### src/hw/rtl/rcw_pkg.sv
// Package for the RIFF/IFF chunk walker: field widths, header constants,
// the scan phase type and the result record.
// Used by the channel interfaces and by riff_chunk_walker_top.
package rcw_pkg;

  localparam int ID_W     = 32;
  localparam int SIZE_W   = 32;
  localparam int OFFSET_W = 33;

  localparam logic [OFFSET_W-1:0] HEADER_BYTES    = 33'd8;
  localparam logic [OFFSET_W-1:0] FORM_TYPE_BYTES = 33'd4;
  localparam logic [2:0]          ID_BYTES        = 3'd4;
  localparam logic [2:0]          LAST_HDR_BYTE   = 3'd7;

  typedef enum logic [1:0] {
    PH_OUTER,
    PH_SKIP,
    PH_HEADER,
    PH_DONE
  } phase_t;

  typedef struct packed {
    logic [ID_W-1:0]     chunk_id;
    logic [OFFSET_W-1:0] chunk_offset;
    logic [OFFSET_W-1:0] data_offset;
    logic [OFFSET_W-1:0] data_size;
    logic                status;
    logic                last;
  } chunk_t;

endpackage

### src/hw/rtl/rcw_byte_if.sv
// Byte channel of the chunk walker: valid/ready handshake with one stream byte.
// Depends on rcw_pkg.
interface rcw_byte_if import rcw_pkg::*; ();
  logic       valid;
  logic       ready;
  logic [7:0] data_byte;
  logic       stream_start;
  logic       stream_end;

  modport source (output valid, data_byte, stream_start, stream_end, input ready);
  modport sink (input valid, data_byte, stream_start, stream_end, output ready);
endinterface

### src/hw/rtl/rcw_chunk_if.sv
// Result channel of the chunk walker: valid/ready handshake with one chunk record.
// Depends on rcw_pkg for the field widths.
interface rcw_chunk_if import rcw_pkg::*; ();
  logic                valid;
  logic                ready;
  logic [ID_W-1:0]     chunk_id;
  logic [OFFSET_W-1:0] chunk_offset;
  logic [OFFSET_W-1:0] data_offset;
  logic [OFFSET_W-1:0] data_size;
  logic                status;
  logic                last;

  modport source (output valid, chunk_id, chunk_offset, data_offset, data_size, status,
                  last, input ready);
  modport sink (input valid, chunk_id, chunk_offset, data_offset, data_size, status,
                last, output ready);
endinterface

### src/hw/rtl/riff_chunk_walker_top.sv
// RIFF/IFF chunk walker top level: byte sink, chunk record source, byte order register.
// Depends on rcw_pkg, rcw_byte_if and rcw_chunk_if.
//
// The walker takes one container byte per cycle while input ready is high, and reports
// the outer header and then every chunk header it finds, until a chunk reaches the end
// given by the outer size or the stream ends early. Each byte is handled by the header
// shift registers, the position counter and the skip counter. When its last header byte
// is transferred, a chunk record is written to the output register, or to the one-entry
// skid register behind it while it is held; records leave through the output register.
// Bytes keep flowing while a record waits; input ready drops only when both hold one.
// There is no clearing pass after reset. Set the size byte order only between files.
module riff_chunk_walker_top import rcw_pkg::*; (
  input  logic         clk,
  input  logic         rst,
  rcw_byte_if.sink     bytes,
  rcw_chunk_if.source  chunks,
  input  logic         cfg_wr_en,
  input  logic         cfg_wr_data
);

  logic size_big_endian;

  phase_t              phase, phase_next;
  logic [2:0]          hdr_cnt, hdr_cnt_next;
  logic [ID_W-1:0]     id_shift, id_shift_next;
  logic [SIZE_W-1:0]   size_shift, size_shift_next;
  logic [OFFSET_W-1:0] stream_pos, stream_pos_next;
  logic [OFFSET_W-1:0] skip_rem, skip_rem_next;
  logic [OFFSET_W-1:0] total_size, total_size_next;
  logic [OFFSET_W-1:0] header_offset, header_offset_next;

  phase_t              cur_phase;
  logic [2:0]          cur_cnt;
  logic [ID_W-1:0]     cur_id;
  logic [SIZE_W-1:0]   cur_size;
  logic [OFFSET_W-1:0] cur_pos, cur_skip, cur_total, cur_hdr_off;

  logic [ID_W-1:0]     id_take;
  logic [SIZE_W-1:0]   size_take;
  logic                hdr_full;
  logic [OFFSET_W-1:0] padded, skip_dec;
  logic [OFFSET_W:0]   data_end;
  logic                fin;

  chunk_t res;
  logic   res_valid;

  chunk_t out_data, skid_data;
  logic   out_valid, skid_valid;
  logic   accept, out_free;

  assign accept   = bytes.valid && bytes.ready;
  assign out_free = !out_valid || chunks.ready;

  always_ff @(posedge clk) begin
    if (rst) begin
      size_big_endian <= 1'b0;
    end else if (cfg_wr_en) begin
      size_big_endian <= cfg_wr_data;
    end
  end

  always_comb begin
    cur_phase   = bytes.stream_start ? PH_OUTER : phase;
    cur_cnt     = bytes.stream_start ? 3'd0 : hdr_cnt;
    cur_id      = bytes.stream_start ? '0 : id_shift;
    cur_size    = bytes.stream_start ? '0 : size_shift;
    cur_pos     = bytes.stream_start ? '0 : stream_pos;
    cur_skip    = bytes.stream_start ? '0 : skip_rem;
    cur_total   = bytes.stream_start ? '0 : total_size;
    cur_hdr_off = bytes.stream_start ? '0 : header_offset;

    id_take   = cur_id;
    size_take = cur_size;
    if (cur_cnt < ID_BYTES) begin
      id_take = {cur_id[ID_W-9:0], bytes.data_byte};
    end else if (size_big_endian) begin
      size_take = {cur_size[SIZE_W-9:0], bytes.data_byte};
    end else begin
      size_take = {bytes.data_byte, cur_size[SIZE_W-1:8]};
    end
    hdr_full = (cur_cnt == LAST_HDR_BYTE);

    padded   = {1'b0, size_take} + {{(OFFSET_W-1){1'b0}}, size_take[0]};
    data_end = {1'b0, cur_hdr_off} + {1'b0, HEADER_BYTES} + {1'b0, padded};
    fin      = data_end >= {1'b0, cur_total};
    skip_dec = (cur_skip != '0) ? cur_skip - 33'd1 : cur_skip;

    phase_next         = cur_phase;
    hdr_cnt_next       = cur_cnt;
    id_shift_next      = cur_id;
    size_shift_next    = cur_size;
    stream_pos_next    = cur_pos;
    skip_rem_next      = cur_skip;
    total_size_next    = cur_total;
    header_offset_next = cur_hdr_off;
    res                = '0;
    res_valid          = 1'b0;

    if (cur_phase != PH_DONE) begin
      stream_pos_next = cur_pos + 33'd1;
      unique case (cur_phase) inside
        PH_OUTER, PH_HEADER: begin
          id_shift_next   = id_take;
          size_shift_next = size_take;
          hdr_cnt_next    = cur_cnt + 3'd1;
          if (hdr_full) begin
            res_valid    = 1'b1;
            res.chunk_id = id_take;
            if (cur_phase == PH_OUTER) begin
              total_size_next  = HEADER_BYTES + {1'b0, size_take};
              res.chunk_offset = '0;
              res.data_size    = FORM_TYPE_BYTES;
              skip_rem_next    = FORM_TYPE_BYTES;
              phase_next       = PH_SKIP;
            end else begin
              res.chunk_offset = cur_hdr_off;
              res.data_size    = padded;
              res.last         = fin;
              if (fin) begin
                phase_next = PH_DONE;
              end else if (padded == '0) begin
                header_offset_next = stream_pos_next;
                phase_next         = PH_HEADER;
              end else begin
                skip_rem_next = padded;
                phase_next    = PH_SKIP;
              end
            end
            res.data_offset = res.chunk_offset + HEADER_BYTES;
          end
        end
        PH_SKIP: begin
          skip_rem_next = skip_dec;
          if (skip_dec == '0) begin
            header_offset_next = stream_pos_next;
            phase_next         = PH_HEADER;
          end
        end
        default: begin
          phase_next = PH_DONE;
        end
      endcase

      if (bytes.stream_end && phase_next != PH_DONE) begin
        if (!res_valid) begin
          res = '0;
        end
        res.status = 1'b1;
        res.last   = 1'b1;
        res_valid  = 1'b1;
        phase_next = PH_DONE;
      end
    end
  end

  always_ff @(posedge clk) begin
    if (rst) begin
      phase         <= PH_OUTER;
      hdr_cnt       <= 3'd0;
      id_shift      <= '0;
      size_shift    <= '0;
      stream_pos    <= '0;
      skip_rem      <= '0;
      total_size    <= '0;
      header_offset <= '0;
    end else if (accept) begin
      phase         <= phase_next;
      hdr_cnt       <= hdr_cnt_next;
      id_shift      <= id_shift_next;
      size_shift    <= size_shift_next;
      stream_pos    <= stream_pos_next;
      skip_rem      <= skip_rem_next;
      total_size    <= total_size_next;
      header_offset <= header_offset_next;
    end
  end

  // A new record can only arrive while the skid register is empty.
  always_ff @(posedge clk) begin
    if (rst) begin
      out_valid  <= 1'b0;
      skid_valid <= 1'b0;
    end else begin
      if (out_free) begin
        if (skid_valid) begin
          out_valid  <= 1'b1;
          skid_valid <= 1'b0;
        end else begin
          out_valid <= accept && res_valid;
        end
      end else if (accept && res_valid) begin
        skid_valid <= 1'b1;
      end
    end
  end

  always_ff @(posedge clk) begin
    if (out_free) begin
      if (skid_valid) begin
        out_data <= skid_data;
      end else if (accept && res_valid) begin
        out_data <= res;
      end
    end else if (accept && res_valid) begin
      skid_data <= res;
    end
  end

  assign bytes.ready         = !skid_valid;
  assign chunks.valid        = out_valid;
  assign chunks.chunk_id     = out_data.chunk_id;
  assign chunks.chunk_offset = out_data.chunk_offset;
  assign chunks.data_offset  = out_data.data_offset;
  assign chunks.data_size    = out_data.data_size;
  assign chunks.status       = out_data.status;
  assign chunks.last         = out_data.last;

endmodule
### src/flat_wrapper.sv
// flat-port wrapper written by rule: the top's interface ports become plain ports
module riff_chunk_walker_top_flat import rcw_pkg::*;
  (clk, rst, cfg_wr_en, cfg_wr_data, bytes_valid, bytes_data_byte, bytes_stream_start, bytes_stream_end, bytes_ready, chunks_valid, chunks_chunk_id, chunks_chunk_offset, chunks_data_offset, chunks_data_size, chunks_status, chunks_last, chunks_ready);
  rcw_byte_if bytes_i ();
  rcw_chunk_if chunks_i ();
  input  logic clk;
  input  logic rst;
  input  logic cfg_wr_en;
  input  logic cfg_wr_data;
  input wire logic [$bits(bytes_i.valid)-1:0] bytes_valid;
  input wire logic [$bits(bytes_i.data_byte)-1:0] bytes_data_byte;
  input wire logic [$bits(bytes_i.stream_start)-1:0] bytes_stream_start;
  input wire logic [$bits(bytes_i.stream_end)-1:0] bytes_stream_end;
  output wire logic [$bits(bytes_i.ready)-1:0] bytes_ready;
  output wire logic [$bits(chunks_i.valid)-1:0] chunks_valid;
  output wire logic [$bits(chunks_i.chunk_id)-1:0] chunks_chunk_id;
  output wire logic [$bits(chunks_i.chunk_offset)-1:0] chunks_chunk_offset;
  output wire logic [$bits(chunks_i.data_offset)-1:0] chunks_data_offset;
  output wire logic [$bits(chunks_i.data_size)-1:0] chunks_data_size;
  output wire logic [$bits(chunks_i.status)-1:0] chunks_status;
  output wire logic [$bits(chunks_i.last)-1:0] chunks_last;
  input wire logic [$bits(chunks_i.ready)-1:0] chunks_ready;
  assign bytes_i.valid = bytes_valid;
  assign bytes_i.data_byte = bytes_data_byte;
  assign bytes_i.stream_start = bytes_stream_start;
  assign bytes_i.stream_end = bytes_stream_end;
  assign bytes_ready = bytes_i.ready;
  assign chunks_valid = chunks_i.valid;
  assign chunks_chunk_id = chunks_i.chunk_id;
  assign chunks_chunk_offset = chunks_i.chunk_offset;
  assign chunks_data_offset = chunks_i.data_offset;
  assign chunks_data_size = chunks_i.data_size;
  assign chunks_status = chunks_i.status;
  assign chunks_last = chunks_i.last;
  assign chunks_i.ready = chunks_ready;
  riff_chunk_walker_top u_core (.clk(clk), .rst(rst), .bytes(bytes_i), .chunks(chunks_i), .cfg_wr_en(cfg_wr_en), .cfg_wr_data(cfg_wr_data));
endmodule
### config.mk
export PLATFORM = sky130hd
export DESIGN_NAME = riff_chunk_walker_top_flat
export DESIGN_NICKNAME = d
export VERILOG_FILES = /design/src/hw/rtl/rcw_pkg.sv /design/src/hw/rtl/rcw_byte_if.sv /design/src/hw/rtl/rcw_chunk_if.sv /design/src/hw/rtl/riff_chunk_walker_top.sv /design/src/flat_wrapper.sv
export SDC_FILE = /design/constraint.sdc
export NUM_CORES = 1
export LEC_CHECK = 0
export ABC_AREA = 1
export BUFFER_PORTS_ARGS = -buffer_cell sky130_fd_sc_hd__buf_2
export CORE_MARGIN = 3
export CORE_UTILIZATION = 67
export DETAILED_ROUTE_END_ITERATION = 6
export PLACE_DENSITY = 0.86
export SLEW_MARGIN = 20
export SYNTH_ARGS = -nofsm -noshare
export SYNTH_HDL_FRONTEND = slang
export SYNTH_SLANG_ARGS = --single-unit
### constraint.sdc
create_clock -name clk -period 28.5 [get_ports clk]
set_clock_uncertainty 0.15 [all_clocks]
set_input_delay 2.85 -clock clk [delete_from_list [all_inputs] [get_ports clk]]
set_output_delay 2.85 -clock clk [all_outputs]
set_load 0.1 [all_outputs]
==> results of run 1 <==
-- layout by cell type (no fill, tap or decap), types with 13 or more instances in the layout --
cell type and n:
o211ai_1 87, o21ai_0 272, nor2_2 29, a221oi_1 13, xnor2_1 18, clkbuf_16 49, xor2_1 92, dfxtp_1 202
nand3_1 178, buf_4 30, inv_1 362, ha_1 101, nor3_1 33, o21ai_1 32, inv_2 24, nand2_2 23
buf_2 148, edfxtp_1 258, nand2_1 1057, nor2_1 485, nand4_1 37, a21oi_1 258, a31oi_1 54
-- layout make-up --
type                            instances  area [um^2]
Fill cell                            3338        11100
Timing Repair Buffer                  179          977
Inverter                              395         1490
Tap cell                              539          674
Clock buffer                           66         1340
Sequential cell                       462        11800
Clock inverter                         19          198
Multi-Input combinational cell       2860        14400
-- registers in the layout, summed over array words and instances (netlist names), 33 cells and up --
signal and flops:
u_core.chunks.data_offset 33, u_core.header_offset 33, u_core.skid_data 129, u_core.skip_rem 33, u_core.stream_pos 33, u_core.total_size 33
-- per-layer routing --
metal | vias up | global-route usage (%) | routed length, um
li1 | 13000 | - | -
met1 | 12600 | 57.2 | 36600
met2 | 1901 | 56.0 | 37400
met3 | 212 | 9.58 | 13300
met4 | 2 | 14.5 | 3540
met5 | - | 0 | 17
-- worst paths after layout --
check | start | to | slack, ns
hold reg to reg | u_core.total_size[25]$_SDFFE_PP0P_ | u_core.total_size[25]$_SDFFE_PP0P_ | 0.32
hold / removal | u_core.total_size[25]$_SDFFE_PP0P_ | u_core.total_size[25]$_SDFFE_PP0P_ | 0.32
setup reg to reg | u_core.hdr_cnt[2]$_SDFFE_PP0P_ | u_core.skid_data[88]$_DFFE_PP_ | 17.90
setup / recovery | bytes_stream_start | u_core.skid_data[88]$_DFFE_PP_ | 16.09
-- through the flow --
stage	area (um^2)	worst slack [ns]	hold slack, ns	util (%)
floorplan	28600	12.99	0.290	-
global placement	29400	15.94	0.302	69.9
detailed placement	29400	15.76	0.307	69.9
CTS	30900	16.37	0.316	73.5
global route	30900	15.41	0.332	73.5
finish	30900	16.09	0.315	73.5
-- cells by family (layout without fill, tap and decap cells) --
| group | count (synthesis) | count (layout) | synth area share, % |
|---|---|---|---|
| AND/OR/NAND/NOR | 1894 | 1894 | 27.6 |
| other | 1 | 1 | 0.0131 |
| buffers and inverters | 600 | 659 | 8.53 |
| XOR/XNOR | 110 | 110 | 3.36 |
| flip-flops | 462 | 462 | 41.3 |
| multiplexers | 2 | 2 | 0.0743 |
| adder cells (fa/ha/maj) | 103 | 103 | 4.53 |
| AO/OA/AOI/OAI | 750 | 750 | 14.6 |
-- critical path: cells and delay by family --
family          cells  cell delay (ns)
buf+inv             8             2.25
xor+xnor            1             0.17
simple gates       30             4.34
fa+ha+maj           3             0.93
compound gates      7             1.82
-- power groups by stage --
stage | sequential, mW | combinational, mW | clock, mW
after floorplan | 0.797 | 0.184 | 0
after global placement | 0.751 | 0.293 | 0
after detailed placement | 0.751 | 0.296 | 0
after CTS | 0.738 | 0.298 | 0.623
after global routing | 0.740 | 0.330 | 0.647
final | 0.738 | 0.307 | 0.622
-- synth_stat cells, types with 3 or more instances --
library cell,count,area (um^2)
a211oi_1,12,90.1
a21boi_0,3,22.5
a21oi_1,258,1290
a221oi_1,13,114
a31oi_1,54,338
buf_1,34,128
buf_2,24,120
buf_4,10,75.1
buf_6,12,135
clkbuf_1,123,462
clkinv_1,5,18.8
dfxtp_1,204,4080
edfxtp_1,258,7750
ha_1,102,1280
inv_1,365,1370
inv_2,24,90.1
nand2_1,1059,3980
nand2_2,21,131
nand2_4,5,56.3
nand3_1,178,891
nand4_1,37,231
nor2_1,490,1840
nor2_2,27,169
nor2_4,7,78.8
nor3_1,33,165
nor3_2,5,50.1
nor4_1,10,62.6
o211ai_1,87,653
o21a_1,4,30.0
o21ai_0,272,1360
o21ai_1,32,160
o221ai_1,4,35.0
or2_2,6,37.5
xnor2_1,18,158
xor2_1,92,806
==> flow_metrics.tcl, run 1 <==
set metrics [dict create \
    outcome "finished, final reports clean" \
    clock_latency_ns 0.62 \
    powerDensity_nw_per_um2 53.9 \
    rsz0062_at_grt "false" \
    min_path_type "reg -> reg" \
    final_cells 4520 \
    cts_setup_buffers 0 \
    grt_pass1_vias 24200 \
    synth_cell_types 63 \
    fmax_ghz 0.0806 \
    cts_tree "built" \
    post_cts_resized 0 \
    p_int_mw 1.15 \
    clk_path_buf_depth 3 \
    initial_core_util_pct 68.1 \
    crit_slowest_cell "buf_4" \
    antenna_found_initial 1 \
    finalHoldViolCount 0 \
    place_congestion 1.03 \
    power.total_mw 1.67 \
    io_pins 151 \
    p_leak_nw 13.5 \
    htreeDepth 2 \
    die_h_um 213 \
    num_rows 75 \
    wl_per_cell_um 20.1 \
    hpwl_um 63900 \
    maxCapViolCount 0 \
    critPathMaxFanout 81 \
    vias_per_cell 6.13 \
    sw_frac_of_total_pct 31.3 \
    core_um2 42000 \
    drc_errors 0 \
    synthFlopType "edfxtp_1" \
    antenna_cells 0 \
    grt_pass1_wl_um 137000 \
    ys_seq_area_share_pct 41.3 \
    slowest_delay_ns 0.87 \
    syn_avg_cell_area_um2 7.30 \
    syn_inst 3922 \
    p_clk_share_pct 37.3 \
    synth_seq_cells 462 \
    num_vias 27700 \
    setup-tns-final_ns 0 \
    start_kind "input pin" \
    numPlacedInstances 4435 \
    die-area_um2 45300 \
    cts-buffers-inserted 47 \
    ir_drop_v 0.0000565 \
    crit_required_ns 28.57 \
    slew_viol_final 0 \
    drive_above_1_share_pct 9.39 \
    critPathKind "in -> reg" \
    tightest_slew_ns 1.13 \
    grt_usage_pct 39.0 \
    drtAntennaViolNets 0 \
    synth_nets 4041 \
    arrival_ns 12.48 \
    clock-root-buffer "clkbuf_16" \
    dr.first_iter.drc_count 4242 \
    totalWireLength_um 90900 \
    synthArstFlopShare_pct 0 \
    holdPathStages 2 \
    rr_worst_depth 49 \
    pwr-share-comb_pct 18.4 \
    clkTransAtPathRegs_ns 0.06 \
    setup_violations 0 \
    grt_max_degree 113 \
    portBuffers 149 \
    cpMostUsedCell "nand2_1" \
    netlist_area_um2 28600 \
    cts.sinks 462 \
    period_share_pct 43.6 \
    pwr-share-seq_pct 44.3 \
    grt_overflow 0 \
    crit_path_end_kind "flop" \
    first_pass_iters 7 \
    min_period_ns 12.41 \
    yosysWarnings 0 \
    cts_hold_buf 0 \
    area_growth_syn_to_layout_pct 7.96 \
    p_sw_mw 0.521 \
    relSlewSlack_pct 24.6 \
    die_x_um 213 \
    nets 4064 \
    synth-edff-count 258 \
]
Note: power is estimated with default switching activity, not from simulation.
==> inputs of run 2 (changes only) <==
--- a/config.mk
+++ b/config.mk
@@ -8,9 +8,9 @@
 export ABC_AREA = 1
 export BUFFER_PORTS_ARGS = -buffer_cell sky130_fd_sc_hd__buf_2
 export CORE_MARGIN = 3
-export CORE_UTILIZATION = 67
+export CORE_UTILIZATION = 63
 export DETAILED_ROUTE_END_ITERATION = 6
-export PLACE_DENSITY = 0.86
+export PLACE_DENSITY = 0.82
 export SLEW_MARGIN = 20
 export SYNTH_ARGS = -nofsm -noshare
 export SYNTH_HDL_FRONTEND = slang
==> constraint.sdc (replaced) <==
create_clock -name clk -period 12.8 [get_ports clk]
set_clock_uncertainty 0.15 [all_clocks]
set_input_delay 1.28 -clock clk [delete_from_list [all_inputs] [get_ports clk]]
set_output_delay 1.28 -clock clk [all_outputs]
set_load 0.1 [all_outputs]
==> run 2 against run 1 <==
Net effect:
- largest power group unchanged
- non-clock buffer count grew 2
- highest routed layer unchanged
- sequential share of layout area shrank 0.24 points
- flip-flop and latch count is the same
==> flow_metrics.tcl, run 2 (same netlist as run 1, synthesis figures left out) <==
set metrics [dict create \
    crit_path_end_kind "flop" \
    rr_startpoint "u_core.hdr_cnt[2]$_SDFFE_PP0P_" \
    n_fill_cell 3599 \
    cts_setup_buffers 0 \
    final_cells 4578 \
    crit_required_ns 12.93 \
    min_path_type "reg -> reg" \
    grt_usage_pct 37.7 \
    powerDensity_nw_per_um2 122 \
    grt_pass1_vias 24300 \
    drive_above_1_share_pct 9.66 \
    startpoint "bytes_stream_start" \
    wl_per_cell_um 20.3 \
    met1_usage_pct 56.0 \
    place_congestion 1.01 \
    outcome "finished, final reports clean" \
    power.total_mw 3.80 \
    min_period_ns 10.63 \
    period_share_pct 83.0 \
    nets 4067 \
    critPathKind "in -> reg" \
    clock_latency_ns 0.62 \
    clock-root-buffer "clkbuf_16" \
    grt_pass1_wl_um 141000 \
    met3_usage_pct 8.85 \
    htreeDepth 2 \
    area_growth_syn_to_layout_pct 8.65 \
    portBuffers 149 \
    dr.first_iter.drc_count 4038 \
    top_register "u_core.skid_data" \
    hold_path_startpoint "u_core.total_size[31]$_SDFFE_PP0P_" \
    busiest_layer "met1" \
    num_rows 77 \
    totalWireLength_um 93000 \
    setup-tns-final_ns 0 \
    numPlacedInstances 4490 \
    cts-buffers-inserted 48 \
    hpwl_um 64600 \
    rsz0062_at_grt "false" \
    slowest_delay_ns 0.77 \
    die_x_um 219 \
    drc_errors 0 \
    clk_path_buf_depth 3 \
    grt_overflow 0 \
    crit_slowest_cell "nor2_4" \
    arrival_ns 10.76 \
    design_area_um2 31100 \
    die-area_um2 48000 \
    cpMostUsedCell "nand2_1" \
    tightest_slew_ns 1.11 \
    setup_violations 0 \
    grtUsageMet2_pct 53.8 \
    cts_hold_buf 0 \
    grt_max_degree 130 \
    cts_tree "built" \
    finalHoldViolCount 0 \
    slew_viol_final 0 \
    r2r_slack_ns 2.48 \
    fmax_ghz 0.0941 \
    placed_cell_area_um2 29500 \
    post_cts_resized 0 \
    die_h_um 219 \
    cts.sinks 462 \
    core_um2 44500 \
    maxCapViolCount 0 \
    start_kind "input pin" \
    layout_commonest_cell "nand2_1" \
    vias_per_cell 6.08 \
    largest_reg_flops 129 \
    initial_core_util_pct 64.3 \
    antenna_cells 0 \
    fin_util_pct 69.9 \
    ir_drop_v 0.000156 \
    relSlewSlack_pct 26.3 \
    critPathMaxFanout 65 \
    antenna_found_initial 2 \
    num_vias 27800 \
    drtAntennaViolNets 0 \
    first_pass_iters 7 \
    layout_common_cells "nand2_1, nor2_1, inv_1" \
    io_pins 151 \
    p_leak_nw 13.6 \
    clkTransAtPathRegs_ns 0.06 \
]
[run 2: cell count changes in the layout (fill, tap and decap cells not counted), moves of 2 or more]
cell       delta
buf_12        +2
bufinv_16     +4
clkbuf_1      -6
clkbuf_8      -4
clkinv_2      +5
inv_6         +3
[run 2: where the power goes]
part	internal (mW)	switching, mW
clock network	0.836	0.630
registers	1.61	0.0315
logic	0.162	0.526
total	2.61	1.19
[run 2: area by class of cell]
| cell class | instances | area [um^2] | share of cell area [%] |
|---|---|---|---|
| multi-input cells | 2860 | 14400 | 46.3 |
| flip-flops and latches | 462 | 11800 | 38.0 |
| inverters | 395 | 1490 | 4.80 |
| clock buffers | 56 | 1260 | 4.06 |
| repair buffers | 181 | 1010 | 3.26 |
| well taps | 592 | 741 | 2.38 |
| clock inverters | 32 | 368 | 1.18 |
[run 2: through the flow]
stage,hold slack [ns],setup WS (ns)
4_1_cts,0.315,2.40
2_1_floorplan,0.290,1.03
3_3_place_gp,0.302,1.98
6_report,0.315,2.17
5_1_grt,0.332,1.44
3_5_place_dp,0.305,1.80
[run 2: path summary, 6_finish.rpt]
kind                                     endpoint  depth (start not counted)
max reg2reg  u_core.chunks.chunk_id[15]$_DFFE_PP_                         47
max          u_core.chunks.chunk_id[15]$_DFFE_PP_                         49
min reg2reg    u_core.total_size[31]$_SDFFE_PP0P_                          2
min            u_core.total_size[31]$_SDFFE_PP0P_                          2
[run 2: worst max-delay path: cells and delay by family]
kind / cells / cell delay [ns]
simple gates: 26 / 3.29
fa+ha+maj: 4 / 1.14
xor+xnor: 2 / 0.58
compound gates: 9 / 2.30
buf+inv: 8 / 2.09
[run 2: per-layer routing]
layer / wire, um / part of all wire (%)
met1: 38200 / 41
met2: 38400 / 41
met3: 12500 / 13
met4: 3820 / 4.1
met5: 29 / 0.031
